File: src/hw/rtl/hash_ring_successor_lookup_unit_assert.svh
// Assertion macros used by the hash ring lookup top level.
`ifndef HASH_RING_SUCCESSOR_LOOKUP_UNIT_ASSERT_SVH
`define HASH_RING_SUCCESSOR_LOOKUP_UNIT_ASSERT_SVH

`ifndef SYNTHESIS
`define HRSL_ASSERT_NOW(lbl, ante, cons) \
  lbl: assert property (@(posedge clk_i) disable iff (!rst_ni) (ante) |-> (cons)) \
    else $error("hash ring assertion failed");
`define HRSL_ASSERT_NEXT(lbl, ante, cons) \
  lbl: assert property (@(posedge clk_i) disable iff (!rst_ni) (ante) |=> (cons)) \
    else $error("hash ring assertion failed");
`else
`define HRSL_ASSERT_NOW(lbl, ante, cons)
`define HRSL_ASSERT_NEXT(lbl, ante, cons)
`endif

`endif

File: src/hw/rtl/hrsl_pkg.sv
// Types and constants of the hash ring successor lookup unit.
package hrsl_pkg;

  localparam int unsigned RING_DEPTH = 1024;
  localparam int unsigned POINT_W    = 32;
  localparam int unsigned NODE_W     = 8;
  localparam int unsigned KIND_W     = 2;
  localparam int unsigned STATUS_W   = 2;
  localparam int unsigned CNT_W      = $clog2(RING_DEPTH + 1);

  function automatic int unsigned tree_fan(int unsigned depth);
    int unsigned f;
    f = 1;
    for (int k = 0; k < 17; k++) begin
      if (f * f < depth) begin
        f = f * 2;
      end
    end
    return f;
  endfunction

  localparam int unsigned TREE_FAN = tree_fan(RING_DEPTH);
  localparam int unsigned NUM_GRP  = (RING_DEPTH + TREE_FAN - 1) / TREE_FAN;

  typedef enum logic [KIND_W-1:0] {
    KIND_INSERT = 2'd0,
    KIND_LOOKUP = 2'd1,
    KIND_CLEAR  = 2'd2
  } kind_e;

  typedef enum logic [STATUS_W-1:0] {
    ST_OK    = 2'd0,
    ST_FULL  = 2'd1,
    ST_EMPTY = 2'd2
  } status_e;

  typedef enum logic [2:0] {
    LU_IDLE,
    LU_CELL,
    LU_GRP,
    LU_FIN,
    LU_PICK,
    LU_DONE
  } lu_state_e;

  typedef struct packed {
    logic ins;
    logic look;
  } ctl_t;

  typedef struct packed {
    logic              hit;
    logic [NODE_W-1:0] owner;
  } hit_t;

  typedef struct packed {
    logic [NODE_W-1:0] owner;
    logic              wrapped;
    status_e           status;
  } res_t;

endpackage

File: src/hw/rtl/hrsl_or_reduce.sv
// Registered OR reduction of one group of match flags and owners.
module hrsl_or_reduce (
  input  logic                                   clk_i,
  input  logic                                   rst_ni,
  input  hrsl_pkg::hit_t [hrsl_pkg::TREE_FAN-1:0] in_i,
  output hrsl_pkg::hit_t                          out_o
);

  hrsl_pkg::hit_t acc_d, acc_q;

  always_comb begin
    acc_d = '0;
    for (int k = 0; k < hrsl_pkg::TREE_FAN; k++) begin
      acc_d = acc_d | in_i[k];
    end
  end

  always_ff @(posedge clk_i or negedge rst_ni) begin
    if (!rst_ni) begin
      acc_q <= '0;
    end else begin
      acc_q <= acc_d;
    end
  end

  assign out_o = acc_q;

endmodule

File: config.mk
export PLATFORM = sky130hd
export DESIGN_NAME = hrsl_or_reduce
export DESIGN_NICKNAME = d
export VERILOG_FILES = /design/src/hw/rtl/hash_ring_successor_lookup_unit_assert.svh /design/src/hw/rtl/hrsl_pkg.sv /design/src/hw/rtl/hrsl_or_reduce.sv
export SDC_FILE = /design/constraint.sdc
export NUM_CORES = 1
export LEC_CHECK = 0
export BUFFER_PORTS_ARGS = -buffer_cell sky130_fd_sc_hd__buf_2
export CORE_AREA = 2 2 117 119
export DETAILED_ROUTE_END_ITERATION = 16
export DIE_AREA = 0 0 119 121
export GPL_TIMING_DRIVEN = 0
export MAX_ROUTING_LAYER = met4
export PLACE_DENSITY = 0.46
export SLEW_MARGIN = 30
export SYNTH_ARGS = -nofsm -noshare
export SYNTH_HDL_FRONTEND = slang
export SYNTH_SLANG_ARGS = --single-unit
File: constraint.sdc
create_clock -name clk_i -period 0.8 [get_ports clk_i]
set_clock_uncertainty 0.1 [all_clocks]
set_input_delay 0.08 -clock clk_i [delete_from_list [all_inputs] [get_ports clk_i]]
set_output_delay 0.08 -clock clk_i [all_outputs]
set_load 0.02 [all_outputs]
==> metrics.cfg <==
[setup_path]
path_buf_inv = 1
timing.critical_path.to_type = primary output
crit_start = out_o[4]
critical-path-slowest-cell = sky130_fd_sc_hd__dfrtp_1
crit_chain = buf_6
crit_path_max_incr_delay_ps = 380
required_ps = 620
critical_path.top_delay_family = flip-flops
critical_path_class = reg -> out
arrival_ps = 750
timing.critical_path.to = out_o[4]
crit_path_max_fanout = 1
start_kind = register
critical_path_depth = 1

[grt]
number_of_antenna_violations_at_the_first_check_in_global_routing = 1
grt_first_pass_wirelength_mm = 12.1
first_global_vias = 2447
grt_use_total_pct = 11.3
globalRouteOverflowTotal = 0
maximum_number_of_pins_on_one_net_before_global_route_repair = 10

[timing]
tightestPinTransition_ps = 306
finalHoldViolations = 0
final.setup.worst_slack_ps = -134
grt_setup_unrepaired = yes
holdWs_ps = 31.7
slew_headroom_pct = 79.6
fmaxAchievable_mhz = 1070
final-max-slew-violation-count = 0
timing.final.crit_share_pct = 117
finalSetupViolations = 12
fin_crit_ps = 934

[detailed_routing]
drt-vias-per-instance = 3.88
post_route_drc_violation_count = 0
drtPass1Iterations = 4
detail-route-antenna-nets = 0
wl_per_cell_um = 15.2
detail_route.iter0.violations = 80
routed_wl_mm = 8.95
dr_total_vias = 2281

[floorplan]
std_cell_rows = 42
die_w_um = 119
initial_core_util_pct = 6.88
floorplan.io_pins = 299
core_um2 = 13100
die_height_um = 121
die_area_um2 = 14400

[finish]
largest_register_ffs = 9
fin_area_um2 = 3700
post_route_cells_drive_above_1_share_pct = 90.0
count_of_nets_after_finishing = 702
syn2layout_area_growth_pct = 310

[pwr]
cellPowerDensity_nw_per_um2 = 728
peakVddDrop_mv = 0.634
total_leakage_power_nw = 1.52

[logic_synthesis]
yosys.area.top_type = sky130_fd_sc_hd__nor4_1
synth_largest_type_area_fraction_pct = 43.8
ys_types = 5
synthesis.instances = 108
number_of_synthesized_register_bits = 9
syn-cell-area_um2 = 901
yosys_warnings = 0
post_synth.cell_area_avg_um2 = 8.34
synth.yosys.seq_area_share_pct = 25.0
postSynthNetCount = 398
synth_top_cells_by_area = sky130_fd_sc_hd__nor4_1, sky130_fd_sc_hd__dfrtp_1, sky130_fd_sc_hd__nand4_1

[place]
placement.io_buffers = 298
place_hpwl_mm = 7.48
placement.cell_area_um2 = 2910
gp_congestion = 0.855

[cts]
cts.path.max_buffers = 2
clock_tree_from_tritoncts = done
worst_setup_hold_path_clk_slew_ps = 50
post_cts.repair.setup_buffers = 0
numCtsBuffers = 3
clockRootBuffer = sky130_fd_sc_hd__clkbuf_16
htreeDepth = 1
cts.sink_count = 9

[run]
maxCapViolations = 0

[min_path]
hp-start = in_i[138]
holdPathStages = 4
min-delay-path-class = in -> reg

[outcome]
run_status = complete, but fails checks
violations_in_the_final_reports = negative setup slack

-- per-stage QoR --
| stage | total power [W] | util [%] | instances | TNS, ps | setup slack [ps] |
|---|---|---|---|---|---|
| after floorplan | 0.000570 | - | 108 | -508 | -56.5 |
| after global placement | 0.00141 | 22.2 | 582 | -2660 | -394 |
| after detailed placement | 0.00143 | 22.2 | 582 | -2750 | -389 |
| after CTS | 0.00258 | 25.2 | 587 | -1290 | -151 |
| after global routing | 0.00288 | 28.2 | 588 | -1640 | -154 |
| final | 0.00269 | 28.2 | 588 | -1120 | -134 |
-- cell usage in the layout, fill, tap and decap left out --
cell type,n
sky130_fd_sc_hd__buf_6,51
sky130_fd_sc_hd__nor4_4,34
sky130_fd_sc_hd__nor4_2,35
sky130_fd_sc_hd__dlygate4sd3_1,1
sky130_fd_sc_hd__dfrtp_1,9
sky130_fd_sc_hd__or2_1,9
sky130_fd_sc_hd__nand4_1,18
sky130_fd_sc_hd__clkbuf_1,1
sky130_fd_sc_hd__diode_2,1
sky130_fd_sc_hd__nor4_1,3
sky130_fd_sc_hd__clkbuf_16,3
sky130_fd_sc_hd__buf_2,247
-- logic make-up after synthesis --
| group | count (synthesis) | share of synthesized area, % |
|---|---|---|
| flops | 9 | 25.0 |
| simple gates | 99 | 75.0 |
-- layout make-up --
class,count,area [um^2]
Clock buffer,4,78.8
Timing Repair Buffer,299,1820
Fill cell,1365,9390
Multi-Input combinational cell,99,1350
Antenna cell,1,2.50
Tap cell,176,220
Sequential cell,9,225
-- how the worst min path moves through the flow --
stage / end / slack, ps
floorplan: out_o[0] / -320
global placement: out_o[3] / -100
detailed placement: out_o[3] / -90
CTS: out_o[2] / 30
global route: out_o[2] / 40
finish: out_o[3] / 30
-- cells in the mapped netlist --
master and count:
sky130_fd_sc_hd__dfrtp_1 9, sky130_fd_sc_hd__nor4_2 9, sky130_fd_sc_hd__or2_1 9, sky130_fd_sc_hd__nor4_1 63, sky130_fd_sc_hd__nand4_1 18
-- timing repair --
item / in CTS / in global routing
hold endpoints to repair: 9 / 0
pin swaps: 23 / 40
setup endpoints to repair: 16 / 18
hold buffers: 1 / 0
gates resized for setup: 54 / 61
-- layer usage --
| metal | vias up | track usage, % | routed length, um |
|---|---|---|---|
| met5 | - | - | 0 |
| met2 | 158 | 21.6 | 5070 |
| li1 | 1113 | - | - |
| met1 | 1002 | 11.1 | 2920 |
| met4 | 0 | 2.46 | 105 |
| met3 | 8 | 3.67 | 862 |
-- power breakdown --
group	internal (W)	switching (W)	total (W)
logic	0.000758	0.000543	0.00130
registers	0.000457	0.000000000000156	0.000457
clock network	0.000671	0.000263	0.000934
Note: power is estimated with default switching activity, not from simulation.
