$ cat src/hw/rtl/hash_ring_successor_lookup_unit_assert.svh
// Assertion macros used by the hash ring lookup top level.
`ifndef HASH_RING_SUCCESSOR_LOOKUP_UNIT_ASSERT_SVH
`define HASH_RING_SUCCESSOR_LOOKUP_UNIT_ASSERT_SVH

`ifndef SYNTHESIS
`define HRSL_ASSERT_NOW(lbl, ante, cons) \
  lbl: assert property (@(posedge clk_i) disable iff (!rst_ni) (ante) |-> (cons)) \
    else $error("hash ring assertion failed");
`define HRSL_ASSERT_NEXT(lbl, ante, cons) \
  lbl: assert property (@(posedge clk_i) disable iff (!rst_ni) (ante) |=> (cons)) \
    else $error("hash ring assertion failed");
`else
`define HRSL_ASSERT_NOW(lbl, ante, cons)
`define HRSL_ASSERT_NEXT(lbl, ante, cons)
`endif

`endif

$ cat src/hw/rtl/hrsl_pkg.sv
// Types and constants of the hash ring successor lookup unit.
package hrsl_pkg;

  localparam int unsigned RING_DEPTH = 1024;
  localparam int unsigned POINT_W    = 32;
  localparam int unsigned NODE_W     = 8;
  localparam int unsigned KIND_W     = 2;
  localparam int unsigned STATUS_W   = 2;
  localparam int unsigned CNT_W      = $clog2(RING_DEPTH + 1);

  function automatic int unsigned tree_fan(int unsigned depth);
    int unsigned f;
    f = 1;
    for (int k = 0; k < 17; k++) begin
      if (f * f < depth) begin
        f = f * 2;
      end
    end
    return f;
  endfunction

  localparam int unsigned TREE_FAN = tree_fan(RING_DEPTH);
  localparam int unsigned NUM_GRP  = (RING_DEPTH + TREE_FAN - 1) / TREE_FAN;

  typedef enum logic [KIND_W-1:0] {
    KIND_INSERT = 2'd0,
    KIND_LOOKUP = 2'd1,
    KIND_CLEAR  = 2'd2
  } kind_e;

  typedef enum logic [STATUS_W-1:0] {
    ST_OK    = 2'd0,
    ST_FULL  = 2'd1,
    ST_EMPTY = 2'd2
  } status_e;

  typedef enum logic [2:0] {
    LU_IDLE,
    LU_CELL,
    LU_GRP,
    LU_FIN,
    LU_PICK,
    LU_DONE
  } lu_state_e;

  typedef struct packed {
    logic ins;
    logic look;
  } ctl_t;

  typedef struct packed {
    logic              hit;
    logic [NODE_W-1:0] owner;
  } hit_t;

  typedef struct packed {
    logic [NODE_W-1:0] owner;
    logic              wrapped;
    status_e           status;
  } res_t;

endpackage

$ cat src/hw/rtl/hrsl_cell.sv
// One ring entry: holds a point and its owner, shifts on insert, flags a successor match.
module hrsl_cell (
  input  logic                          clk_i,
  input  logic                          rst_ni,
  input  hrsl_pkg::ctl_t                ctl_i,
  input  logic                          occ_i,
  input  logic [hrsl_pkg::POINT_W-1:0]  cmp_val_i,
  input  logic [hrsl_pkg::NODE_W-1:0]   new_own_i,
  input  logic [hrsl_pkg::POINT_W-1:0]  left_pt_i,
  input  logic [hrsl_pkg::NODE_W-1:0]   left_own_i,
  input  logic                          left_b_i,
  input  logic                          left_ge_i,
  output logic [hrsl_pkg::POINT_W-1:0]  pt_o,
  output logic [hrsl_pkg::NODE_W-1:0]   own_o,
  output logic                          b_o,
  output logic                          ge_o,
  output hrsl_pkg::hit_t                hit_o
);

  logic [hrsl_pkg::POINT_W-1:0] pt_q, pt_d;
  logic [hrsl_pkg::NODE_W-1:0]  own_q, own_d;
  hrsl_pkg::hit_t               hit_q, hit_d;

  assign b_o   = !occ_i || (pt_q > cmp_val_i);
  assign ge_o  = occ_i && (pt_q >= cmp_val_i);
  assign pt_o  = pt_q;
  assign own_o = own_q;
  assign hit_o = hit_q;

  always_comb begin
    pt_d  = pt_q;
    own_d = own_q;
    hit_d = hit_q;
    if (ctl_i.ins) begin
      if (left_b_i) begin
        pt_d  = left_pt_i;
        own_d = left_own_i;
      end else if (b_o) begin
        pt_d  = cmp_val_i;
        own_d = new_own_i;
      end
    end
    if (ctl_i.look) begin
      hit_d.hit   = ge_o && !left_ge_i;
      hit_d.owner = (ge_o && !left_ge_i) ? own_q : '0;
    end
  end

  always_ff @(posedge clk_i) begin
    pt_q  <= pt_d;
    own_q <= own_d;
  end

  always_ff @(posedge clk_i or negedge rst_ni) begin
    if (!rst_ni) begin
      hit_q <= '0;
    end else begin
      hit_q <= hit_d;
    end
  end

endmodule

$ cat config.mk
export PLATFORM = sky130hd
export DESIGN_NAME = hrsl_cell
export DESIGN_NICKNAME = d
export VERILOG_FILES = /design/src/hw/rtl/hash_ring_successor_lookup_unit_assert.svh /design/src/hw/rtl/hrsl_pkg.sv /design/src/hw/rtl/hrsl_cell.sv
export SDC_FILE = /design/constraint.sdc
export NUM_CORES = 1
export LEC_CHECK = 0
export BUFFER_PORTS_ARGS = -buffer_cell sky130_fd_sc_hd__buf_2
export CORE_MARGIN = 2
export CORE_UTILIZATION = 30
export DETAILED_ROUTE_END_ITERATION = 6
export SETUP_SLACK_MARGIN = 0.15
export SYNTH_ARGS = -nofsm -noshare
export SYNTH_HDL_FRONTEND = slang
export SYNTH_SLANG_ARGS = --single-unit
$ cat constraint.sdc
create_clock -name clk_i -period 2.74 [get_ports clk_i]
set_input_delay 0.411 -clock clk_i [delete_from_list [all_inputs] [get_ports clk_i]]
set_output_delay 0.411 -clock clk_i [all_outputs]
set_load 0.01 [all_outputs]
==> impl_metrics.csv, run 1 <==
group,metric,value,unit
sta,final_max_slew_viol_count,0,
synthesis,synth_area,2942,sq um
grt,grt_pass1_wl,10990,um
pwr,pwr-share-seq,50.1,%
setup_path,cp_cell_sequence,"ha_4 -> nor2b_4 -> o211ai_1 -> a2111o_1 -> o211ai_2 -> a21oi_2 -> buf_4 -> o21ai_4 -> buf_6",
clock_network,htreeDepth,2,
sta,slew_headroom,57.35,%
setup_path,crit_type,"reg -> out",
pwr,p_per_area,438.5,nW/um^2
cells_and_area,nNetsFinal,551,
sta,setup-violations-final,0,
setup_path,arrival,2.31,ns
setup_path,path_depth,9,
synthesis,synth_xor_area_share,0,%
synthesis,yosys_warnings,0,
floorplan,rows,36,
drt,wirelength,7711,um
synthesis,synth_area_per_cell,10.54,sq um
clock_network,cts_made_buffers,5,
hold_path,holdCritStartpoint,"left_pt_i[9]",
floorplan,dieArea,10610,sq um
grt,overflow,0,
setup_path,end_kind,"output pin",
floorplan,ioPinCount,138,
floorplan,core,9639,sq um
clock_network,cts_sinks,49,
drt,first_pass_iters,4,
sta,setup_tns,0,ns
run,cap_viol_max_count,0,
placed_design,pre_cts_slack,-0.09039,ns
floorplan,dieWidth,103.0,um
synthesis,synth.distinct_cells,32,
sta,worstMarginPinSlew,0.6384,ns
setup_path,required,2.33,ns
grt,antenna_found_initial,0,
hold_path,hold_class,"in -> reg",
sta,period_needed,2.718,ns
placed_design,gp_congestion,0.7788,
cells_and_area,stdcell_area,4113,sq um
setup_path,slowest_stage,"edfxtp_1",
cells_and_area,drive_gt1_share,46.19,%
clock_network,cts_tree,"done",
setup_path,worstRegToRegCells,9,
cells_and_area,areaGrowthSynthToFinish,39.81,%
run_status,status,"finished clean",
clock_network,clock_latency,0.30,ns
placed_design,placed_area,3784,sq um
drt,drc,0,
cells_and_area,antennaDiodeCount,0,
clock_network,root_buffer,"clkbuf_8",
pwr,power_frac_clock,23.6,%
pwr,comb_power_share,26.3,%
setup_path,reg2reg_from,"pt_o[1]",
clock_network,clockBufferDepth,2,
sta,fmax,367.9,MHz
synthesis,ys_seq_area_share,48.49,%
synthesis,synth_top_family_by_area,"compound AO/OA/AOI/OAI gates",
pwr,peakVddDrop,0.0001879,V
placed_design,portBuffers,137,
synthesis,synth_compound_area_share,15.61,%
floorplan,initial_core_util,30.52,%
pwr,p_switching,0.5236,mW
grt,grt_max_degree,41,
hold_path,worstHoldPathCells,3,
setup_path,r2r_end,"pt_o[16]",
synthesis,synth_fp_nets,398,
sta,hold_viol,0,
synthesis,yosys.area_share.adder,13.61,%
hold_path,holdPathEnd,"pt_o[9]",
setup_path,cp_top_family,"compound AO/OA/AOI/OAI gates",
setup_path,startpoint_type,"flip-flop",
drt,antenna_left,0,
pwr,p_sw_share,29.04,%
setup_path,critPathBufInv,2,
setup_path,cp_max_fo,3,
synthesis,synth_seq_cells,49,
setup_path,cpPeakStageDelay,0.45,ns
synthesis,synth-simple-area-share,11.36,%
setup_path,reg2reg_setup_slack,0.19,ns
grt,grt_pass1_vias,2375,
floorplan,die_y,103.0,um
sta,fin_crit_sh,99.21,%
drt,drt_iter0_drc,58,
drt,vias_per_cell,4.482,
pwr,p_int,1.280,mW
synthesis,muxShareOfSynthArea,3.445,%
synthesis,synth_cells,279,
sta,rsz0062_at_grt,"true",
sta,final.setup_skew,0.007845,ns
grt,grt_util_all_layers,13.33,%
drt,avgRoutedWirePerCell,13.62,um
sta,finalWorstSetupSlack,0.02151,ns
clock_network,clk_pin_slew,0.09,ns
drt,vias,2537,
pwr,leakage,1.970,nW
placed_design,dp_hpwl,5764,um
flip-flops by register name, summed over array words and instances, names as in the netlist:
name,cells
hit_o,9
own_o,8
pt_o,32
Yosys cell counts, drive strengths merged:
cell | instances | area, sq um
nand2 | 40 | 150.1
a21oi | 14 | 77.58
ha | 32 | 400.4
a221oi | 1 | 15.01
nand3 | 10 | 50.05
dfrtp | 9 | 225.2
buf | 4 | 32.53
nand4 | 8 | 50.05
clkbuf | 8 | 30.03
nor4 | 1 | 21.27
o31ai | 1 | 12.51
o21a | 1 | 7.510
o211ai | 2 | 20.02
edfxtp | 40 | 1201
nor3 | 1 | 5.000
and2b | 1 | 7.510
a21o | 2 | 15.01
a2111o | 1 | 11.26
a211oi | 1 | 7.510
inv | 42 | 157.7
mux2 | 9 | 101.4
o22ai | 9 | 112.6
nor2 | 2 | 10.01
o21ai | 36 | 180.2
nor2b | 4 | 40.04
repair_timing:
item,in CTS,in global routing
gates cloned,0,4
pin swaps,8,8
gates resized for setup,7,12
endpoints found under the setup margin,42,42
hold buffers,1,0
endpoints found under the hold margin,9,0
buffers inserted,5,5
routing by layer:
| layer | part of all wire [%] | routed length (um) | vias up | global-route usage, % |
|---|---|---|---|---|
| li1 | - | - | 1296 | - |
| met1 | 45 | 3438 | 1161 | 16.44 |
| met2 | 49 | 3788 | 78 | 23.73 |
| met3 | 6.0 | 462 | 2 | 3.186 |
| met4 | 0.27 | 21 | 0 | 2.733 |
| met5 | 0 | 0 | - | 0 |
power by group through the flow:
stage | logic [mW] | registers (mW) | clock network, mW
after global placement | 0.410 | 0.919 | 0
after detailed placement | 0.420 | 0.919 | 0
after global routing | 0.532 | 0.910 | 0.473
after floorplan | 0.221 | 0.941 | 0
after CTS | 0.440 | 0.903 | 0.454
final | 0.474 | 0.903 | 0.426
tightest hold or removal path, delay by kind of cell:
family | cells | cell delay, ns
simple gates | 1 | 0.04
compound gates | 1 | 0.05
buf+inv | 1 | 0.07
layout by cell type, fill, tap and decap left out, drive strengths merged:
cell / synthesis / final
o21ai: 36 / 36
a221oi: 1 / 1
and2b: 1 / 1
inv: 42 / 44
a2111o: 1 / 1
nor4: 1 / 1
o31ai: 1 / 1
nand3: 10 / 10
a21o: 2 / 2
o22ai: 9 / 9
dlygate4sd3: 0 / 1
a211oi: 1 / 1
nand2: 40 / 40
mux2: 9 / 9
o21a: 1 / 5
nand4: 8 / 8
ha: 32 / 32
nor2b: 4 / 4
clkbuf: 8 / 6
edfxtp: 40 / 40
a21oi: 14 / 14
nor2: 2 / 2
nor3: 1 / 1
dfrtp: 9 / 9
buf: 4 / 153
o211ai: 2 / 2
worst max path at each step:
stage                   from       end
3_3_place_gp   cmp_val_i[19]  pt_o[13]
6_report             pt_o[1]       b_o
3_5_place_dp   cmp_val_i[19]  pt_o[13]
4_1_cts             pt_o[10]      ge_o
2_1_floorplan        pt_o[1]  own_o[0]
5_1_grt             pt_o[10]      ge_o
logic make-up (layout without fill, tap and decap cells):
kind of cell | Yosys count | count (layout)
DFF | 49 | 49
muxes | 9 | 9
and+or+nand+nor | 67 | 67
buffers and inverters | 54 | 204
adders and majority gates | 32 | 32
AOI/OAI and AO/OA | 68 | 72
area by class of cell:
class	count	area [sq um]
sequential	49	1426
timing repair buffer	154	832.0
tap	133	166.4
clock inverter	2	12.51
multi-input combinational	180	1445
inverter	42	157.7
clock buffer	6	72.57
fill	981	5527
through the flow:
step           instances  hold slack [ns]  power [mW]  utilization (%)
3_5_place_dp         543           0.2734       1.340            39.25
2_1_floorplan        279           0.1154       1.162                -
5_1_grt              566           0.3704       1.915            42.67
4_1_cts              557           0.3695       1.797            40.95
6_report             566           0.3801       1.803            42.67
3_3_place_gp         543           0.2726       1.330            39.25
Note: power is estimated with default switching activity, not from simulation.
==> run 2: changes to the inputs <==
clock period = 3.4 ns   (was 2.74 ns; I/O delays follow)
==> run 2 against run 1 <==
Compared with the run above:
- first-iteration DRC count fell by 19%
- non-clock buffer count shrank 15
- register-to-register slack better by 0.36 ns
- wire length down 8.4%
- cell area shrank 6.7%
- critical path depth is 1 lower
- setup slack better by 0.52 ns
==> impl_metrics.csv, run 2 (synthesis gave the netlist of run 1 again) <==
group,metric,value,unit
setup_path,reg2reg_from,"pt_o[19]",
setup_path,required,3.32,ns
placed_design,placed_area,3747,sq um
setup_path,startpoint_type,"flip-flop",
floorplan,ioPinCount,138,
clock_network,cts_made_buffers,5,
floorplan,rows,36,
clock_network,clock_latency,0.30,ns
sta,worstMarginPinSlew,1.006,ns
sta,fin_crit_sh,83.93,%
floorplan,initial_core_util,30.52,%
clock_network,clockBufferDepth,2,
clock_network,hold_buffers,0,
clock_network,cts_sinks,49,
cells_and_area,nNetsFinal,532,
run_status,status,"finished clean",
drt,wirelength,7067,um
sta,final.setup_skew,0.008044,ns
setup_path,cpPeakStageDelay,0.82,ns
floorplan,dieWidth,103.0,um
cells_and_area,final_common_cell,"buf_2",
sta,finalWorstSetupSlack,0.5463,ns
drt,avgRoutedWirePerCell,12.92,um
sta,slew_headroom,32.91,%
setup_path,arrival,2.78,ns
drt,antenna_left,0,
sta,setup-violations-final,0,
grt,grt_util_all_layers,12.95,%
placed_design,dp_hpwl,5556,um
setup_path,cp_top_family,"compound AO/OA/AOI/OAI gates",
placed_design,portBuffers,137,
drt,drt_iter0_drc,47,
grt,antenna_found_initial,0,
pwr,leakage,1.870,nW
cells_and_area,final_cell_mix,"buf_2, inv_1, nand2_1, edfxtp_1, o21ai_0",
pwr,peakVddDrop,0.0001508,V
drt,vias,2443,
sta,setup_tns,0,ns
run,cap_viol_max_count,0,
grt,grt_pass1_vias,2319,
cells_and_area,largest_reg_flops,32,
cells_and_area,areaGrowthSynthToFinish,30.41,%
drt,drc,0,
floorplan,dieArea,10610,sq um
cells_and_area,n_fill_cell,995,
clock_network,root_buffer,"clkbuf_8",
sta,final_max_slew_viol_count,0,
drt,first_pass_iters,4,
setup_path,critPathBufInv,0,
sta,hold_viol,0,
clock_network,cts_resized,0,
setup_path,crit_path_start,"pt_o[19]",
cells_and_area,drive_gt1_share,42.27,%
clock_network,clk_pin_slew,0.10,ns
drt,vias_per_cell,4.466,
grt,grt_max_degree,72,
cells_and_area,register_area,1426,sq um
sta,period_needed,2.854,ns
floorplan,die_y,103.0,um
grt,overflow,0,
setup_path,crit_type,"reg -> reg",
grt,grt_pass1_wl,10610,um
sta,fmax,350.4,MHz
pwr,p_per_area,365.5,nW/um^2
setup_path,cp_cell_sequence,"ha_1 -> nand2_1 -> o21ai_0 -> a211oi_1 -> o31ai_2 -> a21oi_2 -> o21ai_1 -> o21a_2",
placed_design,gp_congestion,0.7285,
cells_and_area,stdcell_area,3836,sq um
floorplan,core,9639,sq um
clock_network,htreeDepth,2,
cells_and_area,final_core_util,39.80,%
clock_network,post_cts_buffers,0,
setup_path,end_kind,"flip-flop",
cells_and_area,antennaDiodeCount,0,
clock_network,cts_tree,"done",
cells_and_area,multi_input_area,1296,sq um
hold_path,hold_class,"in -> async",
setup_path,slowest_stage,"o21a_2",
sta,rsz0062_at_grt,"false",
setup_path,cp_max_fo,40,
placed_design,pre_cts_slack,0.2168,ns
## run 2: per-stage QoR
step | cells | hold WS [ns] | power [mW]
final | 547 | 0.04269 | 1.402
after global routing | 547 | 0.03339 | 1.490
after CTS | 547 | 0.03374 | 1.432
after detailed placement | 539 | 0.3741 | 1.073
after global placement | 539 | 0.3681 | 1.066
after floorplan | 279 | 0.2144 | 0.9359
## run 2: cell type report
type	instances	area share [%]
clock buffer	5	1.794
clock inverter	3	0.5219
inverter	42	4.110
multi-input combinational	176	33.79
sequential	49	37.18
tap	133	4.338
timing repair buffer	139	18.26
## run 2: power breakdown
group,switching (mW),total (mW),internal [mW]
clock network,0.202,0.349,0.147
registers,0.0231,0.728,0.705
logic,0.180,0.325,0.145
total,0.406,1.40,0.996
## run 2: metal layers
layer	part of all wire (%)	global-route usage [%]
met1	46	16.72
met2	47	22.18
met3	6.4	3.051
met4	0.74	2.733
met5	0	0
## run 2: final timing paths
| path | endpoint | slack (ns) | cells past startpoint |
|---|---|---|---|
| worst min register to register | hit_o[4] | 0.54 | 2 |
| min in group clk_i | pt_o[4] | 0.49 | 3 |
| max in group asynchronous | hit_o[8] | 3.17 | 1 |
| worst max-delay path | pt_o[17] | 0.55 | 8 |
| worst min-delay path | hit_o[4] | 0.04 | 1 |
| worst max register to register | pt_o[17] | 0.55 | 8 |
## run 2: worst reg2reg max path: stages, from the launching register on
cell,delay [ns]
edfxtp_1,0.43
ha_1,0.34
nand2_1,0.06
o21ai_0,0.24
a211oi_1,0.13
o31ai_2,0.25
a21oi_2,0.06
o21ai_1,0.15
o21a_2,0.82
